--- src/rtl/drld_pkg.sv ---
`timescale 1ns / 1ps

package drld_pkg;

	// Widest length or start field, in bytes
	localparam int MAX_FIELD_BYTES = 4;
	// Width of the running cluster position
	localparam int POSITION_BITS = 48;

	localparam int CNT_W = $clog2(MAX_FIELD_BYTES + 1);
	localparam int ACC_W = 8 * MAX_FIELD_BYTES;
	// Signed sum of position and delta, with room for sign and carry
	localparam int SUM_W = ((POSITION_BITS > ACC_W) ? POSITION_BITS : ACC_W) + 2;

	localparam int STATUS_W    = 3;
	localparam int RUN_START_W = 48;
	localparam int RUN_LEN_W   = 32;

	typedef enum logic [STATUS_W-1:0] {
		ST_RUN       = 3'd0,
		ST_END       = 3'd1,
		ST_BAD_LEN   = 3'd2,
		ST_BAD_START = 3'd3,
		ST_NEGATIVE  = 3'd4
	} status_t;

	typedef enum logic [1:0] {
		PH_HEADER = 2'd0,
		PH_LENGTH = 2'd1,
		PH_START  = 2'd2
	} phase_t;

	typedef struct packed {
		logic [7:0] data_byte;
		logic       list_start;
	} in_t;

	typedef struct packed {
		status_t                status;
		logic [RUN_START_W-1:0] run_start;
		logic [RUN_LEN_W-1:0]   run_length;
		logic [RUN_START_W-1:0] run_last;
	} out_t;

endpackage

--- src/rtl/data_run_list_decoder_core.sv ---
`timescale 1ns / 1ps

// Run-list decoder: takes the bytes of an extent run list, one request per byte,
// and returns one result request per decoded run or list event.
// Input channel  : in_valid / in_ready, payload in_data (data_byte, list_start).
//                  Set list_start on the header byte that opens a new list; this
//                  clears the running position and any halt from a previous list.
// Output channel : out_valid / out_ready, payload out_data (status, run_start,
//                  run_length, run_last). Bytes inside a run give no result.
// Configuration  : cfg_we / cfg_wdata write relative_offsets (reset 1); write
//                  only while the block is idle.
// Pipeline       : a result passes the input register, the decode/position
//                  register and the end-cluster register, in that order.
// Throughput     : one byte per cycle unless the output stalls; the decode and position
//                  update of a byte are combinational between input and result registers.
// Stall          : the three stages advance independently, so bubbles close up;
//                  in_ready drops only once every stage holds a request.
// Reset          : arst_n clears all control state, puts the decoder in the
//                  header phase with position zero and selects relative mode.
module data_run_list_decoder_core (
	input  logic            clk,
	input  logic            arst_n,
	input  logic            in_valid,
	output logic            in_ready,
	input  drld_pkg::in_t   in_data,
	output logic            out_valid,
	input  logic            out_ready,
	output drld_pkg::out_t  out_data,
	input  logic            cfg_we,
	input  logic            cfg_wdata
);

	// ------------------------------------------------------------------
	// Pipeline registers and handshake
	// ------------------------------------------------------------------
	logic                              v_s1;
	drld_pkg::in_t                     in_s1;
	logic                              v_s2;
	drld_pkg::status_t                 status_s2;
	logic [drld_pkg::POSITION_BITS-1:0] start_s2;
	logic [drld_pkg::RUN_LEN_W-1:0]    len_s2;
	logic [drld_pkg::RUN_LEN_W-1:0]    lenm1_s2;
	logic                              out_valid_q;
	drld_pkg::out_t                    out_q;

	logic adv_out;
	logic adv_s2;
	logic fire_s1;

	// Decoder state
	logic                               rel_q;
	drld_pkg::phase_t                   phase_q;
	logic [drld_pkg::CNT_W-1:0]         bytes_left_q;
	logic [drld_pkg::CNT_W-1:0]         length_size_q;
	logic [drld_pkg::CNT_W-1:0]         start_size_q;
	logic [drld_pkg::ACC_W-1:0]         len_acc_q;
	logic [drld_pkg::ACC_W-1:0]         start_acc_q;
	logic [drld_pkg::POSITION_BITS-1:0] position_q;
	logic                               halted_q;

	// Next state
	drld_pkg::phase_t                   phase_d;
	logic [drld_pkg::CNT_W-1:0]         bytes_left_d;
	logic [drld_pkg::CNT_W-1:0]         length_size_d;
	logic [drld_pkg::CNT_W-1:0]         start_size_d;
	logic [drld_pkg::ACC_W-1:0]         len_acc_d;
	logic [drld_pkg::ACC_W-1:0]         start_acc_d;
	logic [drld_pkg::POSITION_BITS-1:0] position_d;
	logic                               halted_d;

	// Decode datapath
	logic                               ls;
	drld_pkg::phase_t                   phase_e;
	logic                               halted_e;
	logic [drld_pkg::POSITION_BITS-1:0] pos_e;
	logic [7:0]                         b;
	logic [3:0]                         len_nib;
	logic [3:0]                         st_nib;
	logic                               bad_len;
	logic                               bad_st;
	logic                               last_byte;
	logic [drld_pkg::CNT_W-1:0]         k_len;
	logic [drld_pkg::CNT_W-1:0]         k_st;
	logic [drld_pkg::ACC_W-1:0]         len_acc_n;
	logic [drld_pkg::ACC_W-1:0]         start_acc_n;
	logic                               delta_sign;
	logic [drld_pkg::SUM_W-1:0]         delta_ext;
	logic [drld_pkg::SUM_W-1:0]         abs_ext;
	logic [drld_pkg::SUM_W-1:0]         pos_sum;
	logic                               pos_neg;
	logic [drld_pkg::POSITION_BITS-1:0] new_start;
	logic [drld_pkg::RUN_LEN_W-1:0]     run_len;

	logic                               res_valid;
	drld_pkg::status_t                  res_status;
	logic [drld_pkg::POSITION_BITS-1:0] res_start;
	logic [drld_pkg::RUN_LEN_W-1:0]     res_len;

	// End-cluster stage
	logic [drld_pkg::POSITION_BITS:0]   last_sum;
	logic [drld_pkg::POSITION_BITS-1:0] run_last;

	// Each stage advances when the one after it is empty or advancing
	assign adv_out  = !out_valid_q || out_ready;
	assign adv_s2   = !v_s2 || adv_out;
	assign in_ready = !v_s1 || adv_s2;
	assign fire_s1  = v_s1 && adv_s2;

	assign out_valid = out_valid_q;
	assign out_data  = out_q;

	// ------------------------------------------------------------------
	// Effective state for the byte in s1: a list start wipes position,
	// halt and phase before the byte is decoded
	// ------------------------------------------------------------------
	assign ls       = in_s1.list_start;
	assign phase_e  = ls ? drld_pkg::PH_HEADER : phase_q;
	assign halted_e = ls ? 1'b0 : halted_q;
	assign pos_e    = ls ? '0 : position_q;
	assign b        = in_s1.data_byte;
	assign len_nib  = b[3:0];
	assign st_nib   = b[7:4];
	assign bad_len  = (len_nib == 4'd0) || (len_nib > 4'(drld_pkg::MAX_FIELD_BYTES));
	assign bad_st   = (st_nib == 4'd0) || (st_nib > 4'(drld_pkg::MAX_FIELD_BYTES));
	assign last_byte = (bytes_left_q == drld_pkg::CNT_W'(1));
	assign k_len    = length_size_q - bytes_left_q;
	assign k_st     = start_size_q - bytes_left_q;
	assign run_len  = drld_pkg::RUN_LEN_W'(len_acc_q);

	// Merge the incoming byte into its lane of each accumulator
	always_comb begin
		len_acc_n   = len_acc_q;
		start_acc_n = start_acc_q;
		for (int i = 0; i < drld_pkg::MAX_FIELD_BYTES; i++) begin
			if (k_len == drld_pkg::CNT_W'(i)) begin
				len_acc_n[8*i +: 8] = len_acc_q[8*i +: 8] | b;
			end
			if (k_st == drld_pkg::CNT_W'(i)) begin
				start_acc_n[8*i +: 8] = start_acc_q[8*i +: 8] | b;
			end
		end
	end

	// Sign-extend the start delta from its byte size and add it to position
	always_comb begin
		delta_sign = 1'b0;
		for (int i = 0; i < drld_pkg::MAX_FIELD_BYTES; i++) begin
			if (start_size_q == drld_pkg::CNT_W'(i + 1)) begin
				delta_sign = start_acc_n[8*i + 7];
			end
		end
		delta_ext = {drld_pkg::SUM_W{delta_sign}};
		for (int i = 0; i < drld_pkg::MAX_FIELD_BYTES; i++) begin
			if (drld_pkg::CNT_W'(i) < start_size_q) begin
				delta_ext[8*i +: 8] = start_acc_n[8*i +: 8];
			end
		end
	end

	assign abs_ext   = drld_pkg::SUM_W'(start_acc_n);
	assign pos_sum   = drld_pkg::SUM_W'(pos_e) + delta_ext;
	// Only a negative delta can drive the sum below zero
	assign pos_neg   = pos_sum[drld_pkg::SUM_W-1];
	assign new_start = rel_q ? pos_sum[drld_pkg::POSITION_BITS-1:0]
	                         : abs_ext[drld_pkg::POSITION_BITS-1:0];

	// ------------------------------------------------------------------
	// Next state of the decoder
	// ------------------------------------------------------------------
	always_comb begin
		phase_d       = phase_q;
		bytes_left_d  = bytes_left_q;
		length_size_d = length_size_q;
		start_size_d  = start_size_q;
		len_acc_d     = len_acc_q;
		start_acc_d   = start_acc_q;
		position_d    = position_q;
		halted_d      = halted_q;
		if (fire_s1) begin
			phase_d    = phase_e;
			position_d = pos_e;
			halted_d   = halted_e;
			if (!halted_e) begin
				unique case (phase_e)
					drld_pkg::PH_HEADER: begin
						if ((b == 8'd0) || bad_len || bad_st) begin
							halted_d = 1'b1;
						end else begin
							length_size_d = drld_pkg::CNT_W'(len_nib);
							start_size_d  = drld_pkg::CNT_W'(st_nib);
							bytes_left_d  = drld_pkg::CNT_W'(len_nib);
							len_acc_d     = '0;
							start_acc_d   = '0;
							phase_d       = drld_pkg::PH_LENGTH;
						end
					end
					drld_pkg::PH_LENGTH: begin
						len_acc_d    = len_acc_n;
						bytes_left_d = bytes_left_q - drld_pkg::CNT_W'(1);
						if (last_byte) begin
							bytes_left_d = start_size_q;
							phase_d      = drld_pkg::PH_START;
						end
					end
					drld_pkg::PH_START: begin
						start_acc_d  = start_acc_n;
						bytes_left_d = bytes_left_q - drld_pkg::CNT_W'(1);
						if (last_byte) begin
							phase_d = drld_pkg::PH_HEADER;
							if (rel_q && pos_neg) begin
								halted_d = 1'b1;
							end else begin
								position_d = new_start;
							end
						end
					end
					default: begin
						phase_d = drld_pkg::PH_HEADER;
					end
				endcase
			end
		end
	end

	// ------------------------------------------------------------------
	// Result of the byte in s1
	// ------------------------------------------------------------------
	always_comb begin
		res_valid  = 1'b0;
		res_status = drld_pkg::ST_RUN;
		res_start  = '0;
		res_len    = '0;
		if (!halted_e) begin
			unique case (phase_e)
				drld_pkg::PH_HEADER: begin
					priority if (b == 8'd0) begin
						res_valid  = 1'b1;
						res_status = drld_pkg::ST_END;
					end else if (bad_len) begin
						res_valid  = 1'b1;
						res_status = drld_pkg::ST_BAD_LEN;
					end else if (bad_st) begin
						res_valid  = 1'b1;
						res_status = drld_pkg::ST_BAD_START;
					end else begin
						res_valid = 1'b0;
					end
				end
				drld_pkg::PH_START: begin
					if (last_byte) begin
						res_valid = 1'b1;
						if (rel_q && pos_neg) begin
							res_status = drld_pkg::ST_NEGATIVE;
						end else begin
							res_status = drld_pkg::ST_RUN;
							res_start  = new_start;
							res_len    = run_len;
						end
					end
				end
				default: begin
					res_valid = 1'b0;
				end
			endcase
		end
	end

	// ------------------------------------------------------------------
	// Last cluster: start + length - 1, held at start for an empty run and
	// saturated at the top position on carry out
	// ------------------------------------------------------------------
	assign last_sum = (drld_pkg::POSITION_BITS + 1)'(start_s2)
	                + (drld_pkg::POSITION_BITS + 1)'(lenm1_s2);

	always_comb begin
		if (len_s2 == '0) begin
			run_last = start_s2;
		end else if (last_sum[drld_pkg::POSITION_BITS]) begin
			run_last = '1;
		end else begin
			run_last = last_sum[drld_pkg::POSITION_BITS-1:0];
		end
	end

	// ------------------------------------------------------------------
	// Registers
	// ------------------------------------------------------------------
	always_ff @(posedge clk or negedge arst_n) begin
		if (!arst_n) begin
			v_s1          <= 1'b0;
			v_s2          <= 1'b0;
			out_valid_q   <= 1'b0;
			rel_q         <= 1'b1;
			phase_q       <= drld_pkg::PH_HEADER;
			bytes_left_q  <= '0;
			length_size_q <= '0;
			start_size_q  <= '0;
			len_acc_q     <= '0;
			start_acc_q   <= '0;
			position_q    <= '0;
			halted_q      <= 1'b0;
		end else begin
			if (in_ready) begin
				v_s1 <= in_valid;
			end
			if (adv_s2) begin
				v_s2 <= fire_s1 && res_valid;
			end
			if (adv_out) begin
				out_valid_q <= v_s2;
			end
			if (cfg_we) begin
				rel_q <= cfg_wdata;
			end
			phase_q       <= phase_d;
			bytes_left_q  <= bytes_left_d;
			length_size_q <= length_size_d;
			start_size_q  <= start_size_d;
			len_acc_q     <= len_acc_d;
			start_acc_q   <= start_acc_d;
			position_q    <= position_d;
			halted_q      <= halted_d;
		end
	end

	// Payload registers: load on advance, no reset
	always_ff @(posedge clk) begin
		if (in_valid && in_ready) begin
			in_s1 <= in_data;
		end
		if (adv_s2) begin
			status_s2 <= res_status;
			start_s2  <= res_start;
			len_s2    <= res_len;
			if (res_status == drld_pkg::ST_RUN) begin
				lenm1_s2 <= run_len - drld_pkg::RUN_LEN_W'(1);
			end else begin
				lenm1_s2 <= '0;
			end
		end
		if (adv_out) begin
			out_q.status     <= status_s2;
			out_q.run_start  <= drld_pkg::RUN_START_W'(start_s2);
			out_q.run_length <= len_s2;
			out_q.run_last   <= drld_pkg::RUN_START_W'(run_last);
		end
	end

	// ------------------------------------------------------------------
	// Assertions
	// ------------------------------------------------------------------
	// A halted list must not produce a result until the next list start
	assert property (@(posedge clk) disable iff (!arst_n)
		(fire_s1 && halted_q && !in_s1.list_start) |=> !v_s2)
		else $error("result produced while halted");

	// Inside a run there is always at least one byte still to come
	assert property (@(posedge clk) disable iff (!arst_n)
		(phase_q != drld_pkg::PH_HEADER) |-> (bytes_left_q != '0))
		else $error("field phase with no bytes left");

	// The last cluster never lies before the first
	assert property (@(posedge clk) disable iff (!arst_n)
		(out_valid_q && (out_q.status == drld_pkg::ST_RUN))
		|-> (out_q.run_last >= out_q.run_start))
		else $error("run_last below run_start");

	// Events other than a decoded run carry no cluster numbers
	assert property (@(posedge clk) disable iff (!arst_n)
		(out_valid_q && (out_q.status != drld_pkg::ST_RUN))
		|-> ((out_q.run_start == '0) && (out_q.run_length == '0) && (out_q.run_last == '0)))
		else $error("non-run result with non-zero fields");

endmodule

--- config.mk ---
export PLATFORM = sky130hd
export DESIGN_NAME = data_run_list_decoder_core
export DESIGN_NICKNAME = d
export VERILOG_FILES = /design/src/rtl/drld_pkg.sv /design/src/rtl/data_run_list_decoder_core.sv
export SDC_FILE = /design/constraint.sdc
export NUM_CORES = 1
export LEC_CHECK = 0
export BUFFER_PORTS_ARGS = -buffer_cell sky130_fd_sc_hd__buf_4
export CAP_MARGIN = 20
export CORE_MARGIN = 1.5
export CORE_UTILIZATION = 35
export CTS_CLUSTER_DIAMETER = 80
export DETAILED_ROUTE_END_ITERATION = 8
export GPL_TIMING_DRIVEN = 0
export SLEW_MARGIN = 20
export SYNTH_ARGS = -nofsm -noshare
export SYNTH_HDL_FRONTEND = slang
export SYNTH_SLANG_ARGS = --single-unit
--- constraint.sdc ---
create_clock -name clk -period 8.91 [get_ports clk]
set_clock_uncertainty 0.2 [all_clocks]
set_input_delay 0.4455 -clock clk [delete_from_list [all_inputs] [get_ports clk]]
set_output_delay 0.4455 -clock clk [all_outputs]
set_load 0.005 [all_outputs]
==> flow_metrics.env <==
export IMPL_status="completed"
export IMPL_cp_required_ps=9120
export IMPL_placed_cells=2880
export IMPL_slew_headroom=0.277
export IMPL_synth_nets=2067
export IMPL_sw_frac_of_total=0.377
export IMPL_grt_total_usage=0.194
export IMPL_synthCells=1958
export IMPL_path_depth=22
export IMPL_setup_viol=0
export IMPL_hold_viol_final=0
export IMPL_critical_path_top_delay_family="compound AO/OA/AOI/OAI gates"
export IMPL_antenna_found_initial=0
export IMPL_yosys_area_share_simple=0.159
export IMPL_max_slew_worst_pin_slew_ps=1080
export IMPL_multi_input_area_um2=9080
export IMPL_grt_overflow=0
export IMPL_ys_warn_count=0
export IMPL_num_vias=15879
export IMPL_cts_buffers=40
export IMPL_first_global_vias=15242
export IMPL_hold_class="in -> reg"
export IMPL_reg2reg_to="start_s2[25]"
export IMPL_avgSynthCellArea_um2=10.5
export IMPL_comb_power_share=0.380
export IMPL_cp_end_kind="register"
export IMPL_r2r_start="start_size_q[0]"
export IMPL_layout_nets=2279
export IMPL_synth_compound_area_share=0.170
export IMPL_cts_tree="done"
export IMPL_cts_root_buf="clkbuf_16"
export IMPL_drt_initial_drc_count=1230
export IMPL_io_pin_count=148
export IMPL_htreeDepth=2
export IMPL_clock_latency_ps=580
export IMPL_critPathBufInv=6
export IMPL_die_y_um=245
export IMPL_wirelength_um=59300
export IMPL_timing_final_crit_share=0.826
export IMPL_grt_max_degree=80
export IMPL_portBuffers=147
export IMPL_total_leakage_power_nw=10.8
export IMPL_drc=0
export IMPL_ys_ff_latch=383
export IMPL_ys_async_sr_fraction=0.334
export IMPL_cp_endpoint="start_s2[25]"
export IMPL_hpwl_um=45700
export IMPL_seq_power_share=0.377
export IMPL_path_class="reg -> reg"
export IMPL_intPower_mw=4.26
export IMPL_final_util=0.419
export IMPL_clock_power_share=0.243
export IMPL_synth_xor_area_share=0.0442
export IMPL_worstPathArrival_ps=7570
export IMPL_reg2reg_depth=22
export IMPL_seq_area_frac_synth=0.529
export IMPL_initial_core_util=0.355
export IMPL_clock_fmax_mhz=136
export IMPL_yosysUniqueCellTypes=83
export IMPL_synth_adder_area_share=0.0587
export IMPL_synth_top_family_by_area="compound AO/OA/AOI/OAI gates"
export IMPL_fill_cells=5563
export IMPL_slowest_delay_ps=690
export IMPL_die_area_um2=60100
export IMPL_synthMuxAreaShare=0.0101
export IMPL_syn_area_um2=20500
export IMPL_worstPathCellList="buf_2 -> inv_1 -> ha_1 -> fa_1 -> xnor3_1 -> and2b_1 -> a21oi_1 -> o311a_4 -> inv_1 -> ha_1 -> clkbuf_1 -> a21oi_1 -> o21ai_0 -> a21oi_1 -> o21a_1 -> nor3_2 -> nor4_2 -> a311oi_2 -> nand2_1 -> buf_2 -> buf_2 -> nor2_1"
export IMPL_synth_main_ff_cell="edfxtp_1"
export IMPL_vdd_drop_max_uv=166
export IMPL_p_switching_mw=2.58
export IMPL_n_antenna_cell=0
export IMPL_gp_congestion=0.920
export IMPL_cp_slowest_cell="a311oi_2"
export IMPL_detail_route_first_pass_iterations=5
export IMPL_regArea_um2=10900
export IMPL_rows=88
export IMPL_startpoint="start_size_q[0]"
export IMPL_powerDensity_nw_per_um2=283
export IMPL_synth_edf_count=255
export IMPL_grt_setup_unrepaired="no"
export IMPL_cap_viol_max_count=0
export IMPL_area_growth_pct=17.9
export IMPL_post_cts_buffers=0
export IMPL_path_max_fanout=19
export IMPL_cp_start_kind="register"
export IMPL_wl_per_cell_um=20.0
export IMPL_antenna_left=0
export IMPL_tns_ps=0
export IMPL_clkSinkCount=383
export IMPL_die_x_um=245
export IMPL_r2r_setup_slack_ps=1550
export IMPL_grt_pass1_wl_um=90100
export IMPL_vias_per_cell=5.35
export IMPL_stdcell_count=2967
export IMPL_path_clk_slew_ps=60
export IMPL_slew_viol_final=0
export IMPL_fin_crit_ps=7360
export IMPL_clockBufferDepth=3
export IMPL_fp_coreArea_um2=57800
export IMPL_drive_gt1_frac=0.126
-- through the flow --
step	hold slack (ps)	total power [mW]	instance area (um^2)	setup slack (ps)
3_5_place_dp	213	5.19	22800	1630
2_1_floorplan	-50.1	4.24	20500	3430
3_3_place_gp	211	5.17	22600	1240
5_1_grt	53.0	7.23	24200	1130
4_1_cts	15.6	6.87	24200	1570
6_report	55.6	6.85	24200	1550
-- layout by cell type, fill, tap and decap left out, drive strengths merged, types with 46 or more instances in the layout --
cell and instances:
a21o 53, a21oi 201, and3 46, buf 180
clkbuf 132, dfrtp 127, edfxtp 255, ha 90
nand2 115, nor2 264, nor2b 65, o21ai 85
xnor2 61
-- cell families (layout without fill, tap and decap cells) --
kind of cell,Yosys count,count (layout)
flops,383,383
fa+ha+maj,94,94
simple gates,675,675
mux,19,19
compound gates,540,540
buf+inv,145,389
xor+xnor,102,102
-- power by group through the flow --
stage / clock network [mW] / registers (mW) / logic (mW)
2_1_floorplan: 0 / 2.56 / 1.67
3_3_place_gp: 0 / 2.64 / 2.53
3_5_place_dp: 0 / 2.62 / 2.57
4_1_cts: 1.70 / 2.58 / 2.59
5_1_grt: 1.76 / 2.62 / 2.85
6_report: 1.66 / 2.58 / 2.60
-- Yosys cell counts, drive strengths merged (6+ instances only) --
cell | instances | area (um^2)
a211oi | 9 | 72.6
a21o | 53 | 398
a21oi | 201 | 1020
a22o | 17 | 149
a31oi | 43 | 269
a41oi | 7 | 61.3
and2 | 21 | 136
and3 | 46 | 288
buf | 23 | 158
clkbuf | 81 | 304
dfrtp | 127 | 3180
edfxtp | 255 | 7660
ha | 90 | 1130
inv | 41 | 154
mux2 | 10 | 113
mux2i | 9 | 93.8
nand2 | 115 | 434
nand2b | 19 | 119
nand3 | 36 | 180
nand4 | 22 | 138
nor2 | 264 | 993
nor2b | 65 | 407
nor3 | 30 | 150
nor4 | 19 | 125
o211ai | 9 | 67.6
o21a | 12 | 90.1
o21ai | 85 | 437
o21bai | 19 | 143
o2bb2ai | 31 | 272
o31ai | 7 | 62.6
or2 | 9 | 56.3
or3 | 6 | 37.5
or4 | 6 | 45.0
xnor2 | 61 | 534
xor2 | 40 | 350
-- how the worst min path moves through the flow --
stage          cells past startpoint          from  slack, ps         endpoint
2_1_floorplan                      0        arst_n        -50  bytes_left_q[0]
3_3_place_gp                       0  status_s2[2]        210    out_data[130]
3_5_place_dp                       0  status_s2[2]        210    out_data[130]
4_1_cts                            3     out_ready         20             v_s1
5_1_grt                            3     out_ready         50             v_s1
6_report                           3     out_ready         60             v_s1
-- worst reg2reg max path, stage by stage (launching register included) --
cell and delay, ps:
dfrtp_1 310, buf_2 230, inv_1 120, ha_1 210, fa_1 410, xnor3_1 240
and2b_1 230, a21oi_1 610, o311a_4 340, inv_1 390, ha_1 480, clkbuf_1 280
a21oi_1 120, o21ai_0 310, a21oi_1 120, o21a_1 190, nor3_2 610, nor4_2 120
a311oi_2 690, nand2_1 330, buf_2 290, buf_2 220, nor2_1 160
-- per-layer routing --
layer	vias to the layer above	share of wire	GRT usage
met4	0	0.023	0.0510
li1	7598	-	-
met1	7752	0.46	0.270
met2	452	0.47	0.319
met5	-	0	0
met3	77	0.044	0.0241
-- flip-flops by register name (all words and copies together) (netlist names), 8 cells and up --
register,flops
out_data,131
start_acc_q,32
start_s2,48
lenm1_s2,32
b,8
len_acc_q,32
position_q,48
len_s2,32
-- layout make-up --
cell class / count / area share
buffer: 104 / 0.0191
clock buffer: 51 / 0.0439
clock inverter: 23 / 0.0100
inverter: 41 / 0.00635
multi-input combinational: 1430 / 0.375
sequential: 383 / 0.448
tap: 765 / 0.0395
timing repair buffer: 170 / 0.0579
-- repair_timing --
| item | 4_1_cts | 5_1_grt |
|---|---|---|
| endpoints found under the hold margin | 89 | 0 |
| gates resized for setup | 0 | 0 |
| hold buffers | 13 | 0 |
No activity file was read; power rests on OpenSTA's default activity.
